### config.mk
export PLATFORM = sky130hd
export DESIGN_NAME = positional_list_table_flat
export DESIGN_NICKNAME = d
export VERILOG_FILES = /design/src/sv/plt_pkg.sv /design/src/sv/plt_if.sv /design/src/sv/plt_cell.sv /design/src/sv/plt_chain.sv /design/src/sv/positional_list_table.sv /design/src/flat_wrapper.sv
export SDC_FILE = /design/constraint.sdc
export NUM_CORES = 2
export LEC_CHECK = 0
export BUFFER_PORTS_ARGS = -buffer_cell sky130_fd_sc_hd__buf_2
export CAP_MARGIN = 15
export CORE_MARGIN = 10
export CORE_UTILIZATION = 50
export DETAILED_ROUTE_END_ITERATION = 12
export PLACE_DENSITY_LB_ADDON = 0.25
export SYNTH_ARGS = -nofsm -noshare
export SYNTH_HDL_FRONTEND = slang
export SYNTH_SLANG_ARGS = --single-unit
### constraint.sdc
create_clock -name clk -period 5.5 [get_ports clk]
set_input_delay 0.55 -clock clk [delete_from_list [all_inputs] [get_ports clk]]
set_output_delay 0.55 -clock clk [all_outputs]
set_load 0.01 [all_outputs]
### src/sv/plt_pkg.sv
// Package: list depth, operation and status codes, cell command type.
`timescale 1ns / 1ps
package plt_pkg;

  localparam int DEPTH = 16;
  localparam int IDX_W = $clog2(DEPTH);
  localparam int LEN_W = 5;
  localparam int POS_W = 5;
  localparam int DATA_W = 32;
  localparam int CAP_W = 5;

  typedef logic signed [DATA_W-1:0] data_t;

  typedef enum logic [1:0] {
    OP_INSERT = 2'd0,
    OP_DELETE = 2'd1,
    OP_GET    = 2'd2,
    OP_LOCATE = 2'd3
  } op_t;

  typedef enum logic [1:0] {
    ST_OK        = 2'd0,
    ST_BAD_POS   = 2'd1,
    ST_LIST_FULL = 2'd2
  } status_t;

  localparam logic [0:0] REG_CAPACITY_LIMIT = 1'd0;

  typedef struct packed {
    logic             ins;
    logic             del;
    logic [IDX_W-1:0] sel;
    data_t            value;
  } cell_cmd_t;

endpackage

### src/sv/plt_if.sv
// Request and response channel interfaces.
`timescale 1ns / 1ps
interface plt_req_if;
  import plt_pkg::*;
  logic                    valid;
  logic                    ready;
  logic [1:0]              operation;
  logic [POS_W-1:0]        position;
  logic signed [DATA_W-1:0] value;

  modport source (output valid, output operation, output position, output value,
                  input ready);
  modport sink (input valid, input operation, input position, input value,
                output ready);
endinterface

interface plt_rsp_if;
  import plt_pkg::*;
  logic                    valid;
  logic                    ready;
  logic [1:0]              status;
  logic signed [DATA_W-1:0] read_value;
  logic [LEN_W-1:0]        found_position;
  logic [LEN_W-1:0]        list_length;

  modport source (output valid, output status, output read_value,
                  output found_position, output list_length, input ready);
  modport sink (input valid, input status, input read_value,
                input found_position, input list_length, output ready);
endinterface

### src/sv/plt_cell.sv
// One list entry cell: load, shift up from the left, shift down from the right, compare.
`timescale 1ns / 1ps
module plt_cell
  import plt_pkg::*;
(
  input  logic             clk,
  input  logic [IDX_W-1:0] cell_index,
  input  cell_cmd_t        cmd,
  input  data_t            left_data,
  input  data_t            right_data,
  output data_t            data,
  output logic             match
);

  always_ff @(posedge clk) begin
    if (cmd.ins) begin
      if (cell_index == cmd.sel) begin
        data <= cmd.value;
      end else if (cell_index > cmd.sel) begin
        data <= left_data;
      end
    end else if (cmd.del) begin
      if (cell_index >= cmd.sel) begin
        data <= right_data;
      end
    end
  end

  assign match = (data == cmd.value);

endmodule

### src/sv/plt_chain.sv
// Row of entry cells with the read select and the first-match encoder.
`timescale 1ns / 1ps
module plt_chain
  import plt_pkg::*;
(
  input  logic             clk,
  input  cell_cmd_t        cmd,
  input  logic [LEN_W-1:0] used_count,
  output data_t            rd_data,
  output logic [LEN_W-1:0] found
);

  data_t      cell_data [DEPTH];
  logic [DEPTH-1:0] match;

  for (genvar i = 0; i < DEPTH; i++) begin : g_cell
    data_t left_d;
    data_t right_d;
    if (i == 0) begin : g_first
      assign left_d = cmd.value;
    end else begin : g_left
      assign left_d = cell_data[i-1];
    end
    if (i == DEPTH - 1) begin : g_last
      assign right_d = cell_data[i];
    end else begin : g_right
      assign right_d = cell_data[i+1];
    end
    plt_cell u_cell (
      .clk        (clk),
      .cell_index (IDX_W'(i)),
      .cmd        (cmd),
      .left_data  (left_d),
      .right_data (right_d),
      .data       (cell_data[i]),
      .match      (match[i])
    );
  end

  assign rd_data = cell_data[cmd.sel];

  always_comb begin
    found = '0;
    for (int i = DEPTH - 1; i >= 0; i--) begin
      if (match[i] && (LEN_W'(i) < used_count)) begin
        found = LEN_W'(i + 1);
      end
    end
  end

endmodule

### src/sv/positional_list_table.sv
// Top level: ordered list of signed words with insert, delete, get and locate.
//
// Requests arrive on req (operation, position, value) and are taken when
// req.valid and req.ready are both high. Each request yields one response on
// rsp (status, read_value, found_position, list_length), registered and shown
// in the cycle after the request is taken. For each request the row of
// entry cells shifts, loads or compares all entries in the same edge, and the
// output register frees the request side as soon as the response is taken.
// Throughput is one request per cycle while rsp.ready is high; when the
// receiver stalls, the pending response holds and req.ready drops until it
// is taken.
// Positions are one-based. The list reports full once its length reaches
// min(capacity_limit, DEPTH). capacity_limit sits at APB byte address 0; the
// user must write it only while no request is in flight; the block won't check.
// Reset (rst, synchronous) empties the list, drops any pending response and
// sets capacity_limit to 3; entry contents are not cleared.
`timescale 1ns / 1ps
module positional_list_table
  import plt_pkg::*;
(
  input  logic        clk,
  input  logic        rst,
  plt_req_if.sink     req,
  plt_rsp_if.source   rsp,
  input  logic        psel,
  input  logic        penable,
  input  logic        pwrite,
  input  logic [1:0]  paddr,
  input  logic [31:0] pwdata,
  output logic [31:0] prdata,
  output logic        pready
);

  logic [CAP_W-1:0] capacity_limit;
  logic [LEN_W-1:0] used_count;
  logic [LEN_W-1:0] used_count_next;
  logic             out_valid;
  logic             take;
  cell_cmd_t        cmd;
  data_t            rd_data;
  logic [LEN_W-1:0] found;
  logic [LEN_W:0]   eff_cap;
  logic             pos_nonzero;
  logic             pos_in_list;
  logic             pos_ins_ok;
  logic             full;
  logic [IDX_W-1:0] pos_m1;
  status_t          status_next;
  data_t            read_next;
  logic [LEN_W-1:0] found_next;
  op_t              op;

  assign pready = 1'b1;
  assign prdata = (paddr[1] == REG_CAPACITY_LIMIT)
                  ? {{(32-CAP_W){1'b0}}, capacity_limit} : 32'd0;

  always_ff @(posedge clk) begin
    if (rst) begin
      capacity_limit <= CAP_W'(3);
    end else if (psel && penable && pwrite && pready &&
                 (paddr[1] == REG_CAPACITY_LIMIT)) begin
      capacity_limit <= pwdata[CAP_W-1:0];
    end
  end

  assign req.ready = !out_valid || rsp.ready;
  assign take = req.valid && req.ready;
  assign op = op_t'(req.operation);

  assign eff_cap = ((LEN_W+1)'(capacity_limit) < (LEN_W+1)'(DEPTH))
                   ? (LEN_W+1)'(capacity_limit) : (LEN_W+1)'(DEPTH);
  assign full = (LEN_W+1)'(used_count) >= eff_cap;
  assign pos_nonzero = (req.position != '0);
  assign pos_in_list = pos_nonzero &&
                       ((LEN_W+1)'(req.position) <= (LEN_W+1)'(used_count));
  assign pos_ins_ok = pos_nonzero &&
                      ((LEN_W+1)'(req.position) <= (LEN_W+1)'(used_count) + 1'b1);
  assign pos_m1 = IDX_W'(req.position - 1'b1);

  always_comb begin
    cmd.ins = 1'b0;
    cmd.del = 1'b0;
    cmd.sel = pos_m1;
    cmd.value = req.value;
    status_next = ST_OK;
    read_next = '0;
    found_next = '0;
    used_count_next = used_count;
    case (op)
      OP_INSERT: begin
        if (!pos_ins_ok) begin
          status_next = ST_BAD_POS;
        end else if (full) begin
          status_next = ST_LIST_FULL;
        end else begin
          cmd.ins = take;
          used_count_next = used_count + 1'b1;
        end
      end
      OP_DELETE: begin
        if (!pos_in_list) begin
          status_next = ST_BAD_POS;
        end else begin
          cmd.del = take;
          used_count_next = used_count - 1'b1;
        end
      end
      OP_GET: begin
        if (!pos_in_list) begin
          status_next = ST_BAD_POS;
        end else begin
          read_next = rd_data;
        end
      end
      OP_LOCATE: begin
        found_next = found;
      end
      default: begin
        status_next = ST_OK;
      end
    endcase
  end

  plt_chain u_chain (
    .clk        (clk),
    .cmd        (cmd),
    .used_count (used_count),
    .rd_data    (rd_data),
    .found      (found)
  );

  always_ff @(posedge clk) begin
    if (rst) begin
      used_count <= '0;
      out_valid <= 1'b0;
    end else if (take) begin
      used_count <= used_count_next;
      out_valid <= 1'b1;
    end else if (rsp.ready) begin
      out_valid <= 1'b0;
    end
  end

  always_ff @(posedge clk) begin
    if (take) begin
      rsp.status <= status_next;
      rsp.read_value <= read_next;
      rsp.found_position <= found_next;
      rsp.list_length <= used_count_next;
    end
  end

  assign rsp.valid = out_valid;

endmodule

### src/flat_wrapper.sv
// flat-port wrapper written by rule: the top's interface ports become plain ports
module positional_list_table_flat import plt_pkg::*;
  (clk, rst, psel, penable, pwrite, paddr, pwdata, prdata, pready, req_valid, req_operation, req_position, req_value, req_ready, rsp_valid, rsp_status, rsp_read_value, rsp_found_position, rsp_list_length, rsp_ready);
  plt_req_if req_i ();
  plt_rsp_if rsp_i ();
  input  logic clk;
  input  logic rst;
  input  logic psel;
  input  logic penable;
  input  logic pwrite;
  input  logic [1:0] paddr;
  input  logic [31:0] pwdata;
  output logic [31:0] prdata;
  output logic pready;
  input wire logic [$bits(req_i.valid)-1:0] req_valid;
  input wire logic [$bits(req_i.operation)-1:0] req_operation;
  input wire logic [$bits(req_i.position)-1:0] req_position;
  input wire logic [$bits(req_i.value)-1:0] req_value;
  output wire logic [$bits(req_i.ready)-1:0] req_ready;
  output wire logic [$bits(rsp_i.valid)-1:0] rsp_valid;
  output wire logic [$bits(rsp_i.status)-1:0] rsp_status;
  output wire logic [$bits(rsp_i.read_value)-1:0] rsp_read_value;
  output wire logic [$bits(rsp_i.found_position)-1:0] rsp_found_position;
  output wire logic [$bits(rsp_i.list_length)-1:0] rsp_list_length;
  input wire logic [$bits(rsp_i.ready)-1:0] rsp_ready;
  assign req_i.valid = req_valid;
  assign req_i.operation = req_operation;
  assign req_i.position = req_position;
  assign req_i.value = req_value;
  assign req_ready = req_i.ready;
  assign rsp_valid = rsp_i.valid;
  assign rsp_status = rsp_i.status;
  assign rsp_read_value = rsp_i.read_value;
  assign rsp_found_position = rsp_i.found_position;
  assign rsp_list_length = rsp_i.list_length;
  assign rsp_i.ready = rsp_ready;
  positional_list_table u_core (.clk(clk), .rst(rst), .req(req_i), .rsp(rsp_i), .psel(psel), .penable(penable), .pwrite(pwrite), .paddr(paddr), .pwdata(pwdata), .prdata(prdata), .pready(pready));
endmodule
==> impl_metrics.ini <==
[outcome]
outcome = finished, final reports clean

[hold_path]
min_delay_path_depth = 3
whs_endpoint = u_core.capacity_limit[3]
holdCritPathClass = in -> reg
min_from = pwdata[3]

[place]
io_buffers = 102
post-dp-hpwl_um = 95700
gp_congestion = 1.00

[timing]
period_share = 0.845
worstMarginPinSlew_ns = 1.31
finalSetupTns_ns = 0
whs_ns = 0.157
layout_min_cycle_time_ns = 4.65
fmax_mhz = 215
slew_violations = 0
finalClockSkew_ns = 0.0209
rsz0062_at_grt = false
finalSetupViolCount = 0
slew-limit-headroom = 0.125
hold_viol = 0

[power]
power_density_nw_per_um2 = 268
swShare = 0.280
internal_power_w = 0.00813
seq_power_share = 0.444
ir_drop_mv = 0.263
p_leak_nw = 16.8
p_comb_frac = 0.159
switching_power_w = 0.00316
p_clk_frac = 0.397

[setup_path]
required_ns = 5.79
critical_path_class = reg -> reg
end_kind = flip-flop
worstPathMaxFanout = 33
r2r-end = u_core.u_chain.g_cell[0].u_cell.data[15]
start_kind = flip-flop
r2r-start = u_core.used_count[1]
rrSetupSlack_ns = 0.85
worst-r2r-cell-count = 15
critical_path_arrival_ns = 4.94

[synth]
synth_cell_types = 56
ys_top_cells_by_count = edfxtp_1 (556), nor2_1 (487), a21oi_1 (474)
syn_inst = 3464
async_flop_share = 0
yosysMostFrequentCell = edfxtp_1
synth_enable_flop_cells = 556
synth_area_per_cell_sq_um = 11.2
synth_warnings = 0
synth-seq-cells = 567
syn-cell-area_sq_um = 38700
seq_area_frac_synth = 0.437
synth_top_area_share = 0.431
yosys.area.top_type = edfxtp_1
synth_area_leaders = edfxtp_1 (43%), mux2i_1 (12%), mux4_2 (9.3%)
dominantRegCellSynth = edfxtp_1

[cells_and_area]
areaGrowthSynthToFinish_pct = 8.67
multiInputGateArea_sq_um = 20300
regArea_sq_um = 16900
fin_nets = 3503
fillers = 6681
drive_gt1_frac = 0.162

[drt]
first_iter_violations = 4299
via_count = 28500
drcViolationCount = 0
firstDrtPassIters = 6
routed_wl_um = 132000
routed_via_density = 6.36
ant_nets = 0
wl_per_cell_um = 29.4

[die]
die_area_sq_um = 89000
start_util = 0.507
num_rows = 101
dieHeight_um = 298
die_x_um = 298
io_pins = 159
core_sq_um = 76300

[clocking]
cts_tree = built
hold_buffers = 0
cts_htree_levels = 3
clk-insertion-delay-late_ns = 0.63
ctsResizeCount = 0
clock-sinks = 567
path_clk_slew_ns = 0.06
numCtsBuffers = 69
post_cts_buffers = 0
cts_max_path_buffers = 3
root_buffer = clkbuf_16

[grt]
antenna_found_initial = 15
grt_pass1_wl_um = 188000
grt_overflow_total = 0
grt_max_degree = 233
grt_usage = 0.284
grt_pass1_vias = 26100

[flow_run]
maxCapViolations = 0
==> state kept, by name, summed over array words and instances (netlist names) <==
| name | flops |
|---|---|
| u_core.u_chain.g_cell.u_cell.data | 512 |
| u_core.rsp.read_value | 32 |
| u_core.capacity_limit | 5 |
| u_core.rsp.found_position | 5 |
| u_core.rsp.list_length | 5 |
| u_core.used_count | 5 |
| u_core.rsp.status | 2 |
| u_core.rsp.valid | 1 |
==> stage by stage <==
stage               setup slack [ns]  std cells  utilization  power, W  area, sq um
global placement               0.978       4356        0.523   0.00683        39900
detailed placement             0.942       4356        0.523   0.00684        39900
CTS                            0.941       4475        0.551    0.0113        42100
floorplan                      0.434       3490            -   0.00625        38800
finish                         0.854       4480        0.551    0.0113        42100
global route                   0.659       4478        0.551    0.0116        42100
==> per-layer routing <==
layer,wire (um),track usage
met3,14200,0.0516
met1,51900,0.395
met5,0,0
met2,57600,0.415
met4,7950,0.156
==> worst max-delay path by stage <==
stage / start / end / slack, ns / cells after the start
global route: u_core.used_count[1] / u_core.u_chain.g_cell[0].u_cell.data[15] / 0.66 / 16
finish: u_core.used_count[1] / u_core.u_chain.g_cell[0].u_cell.data[15] / 0.85 / 15
floorplan: req_position[0] / u_core.u_chain.g_cell[10].u_cell.data[0] / 0.43 / 10
global placement: req_position[0] / u_core.u_chain.g_cell[0].u_cell.data[14] / 0.98 / 15
CTS: u_core.used_count[1] / u_core.u_chain.g_cell[0].u_cell.data[15] / 0.94 / 15
detailed placement: req_position[0] / u_core.u_chain.g_cell[0].u_cell.data[10] / 0.94 / 15
==> cell type report <==
type,instances,area share
diodes,5,0.000297
clock buffers,95,0.0456
clock inverters,24,0.00497
inverters,18,0.00161
multi-input cells,2543,0.482
flip-flops and latches,567,0.402
well taps,1030,0.0306
repair buffers,198,0.0325
==> power groups by stage <==
stage	clock, W	sequential, W	combinational (W)
floorplan	0	0.00506	0.00118
finish	0.00449	0.00501	0.00179
detailed placement	0	0.00509	0.00175
global placement	0	0.00509	0.00174
CTS	0.00452	0.00501	0.00176
global route	0.00467	0.00502	0.00187
==> cells in the final DEF, fill, tap and decap left out, drive strengths merged, types with 87 or more instances in the layout <==
cell and count:
mux4 160, edfxtp 556, buf 198, clkbuf 95
mux2i 451, nand4 87, xnor2 315, xor2 204
nor2 487, a21oi 474
==> critical path, stage by stage (launching register included) <==
cell and delay, ns:
dfxtp_1 0.68, ha_1 0.38, nand3_1 0.12, xnor2_1 0.29
ha_1 0.29, or2_2 0.28, a21oi_1 0.15, a21oi_1 0.12
nor2_1 0.28, nand2_1 0.19, nand2_1 0.12, nand3_1 0.24
inv_1 0.15, buf_4 0.43, and3_2 0.31, buf_12 0.23
==> kinds of logic (layout without fill, tap and decap cells) <==
| group | after synthesis | in the layout | synth area share |
|---|---|---|---|
| AND/OR/NAND/NOR | 778 | 778 | 0.0923 |
| multiplexers | 675 | 675 | 0.228 |
| flip-flops | 567 | 567 | 0.437 |
| XOR/XNOR | 519 | 519 | 0.118 |
| AO/OA/AOI/OAI | 517 | 517 | 0.0694 |
| buffers and inverters | 380 | 335 | 0.0468 |
| adder cells (fa/ha/maj) | 26 | 26 | 0.00840 |
| other | 2 | 33 | 0.000194 |
No activity file was read; power rests on OpenSTA's default activity.
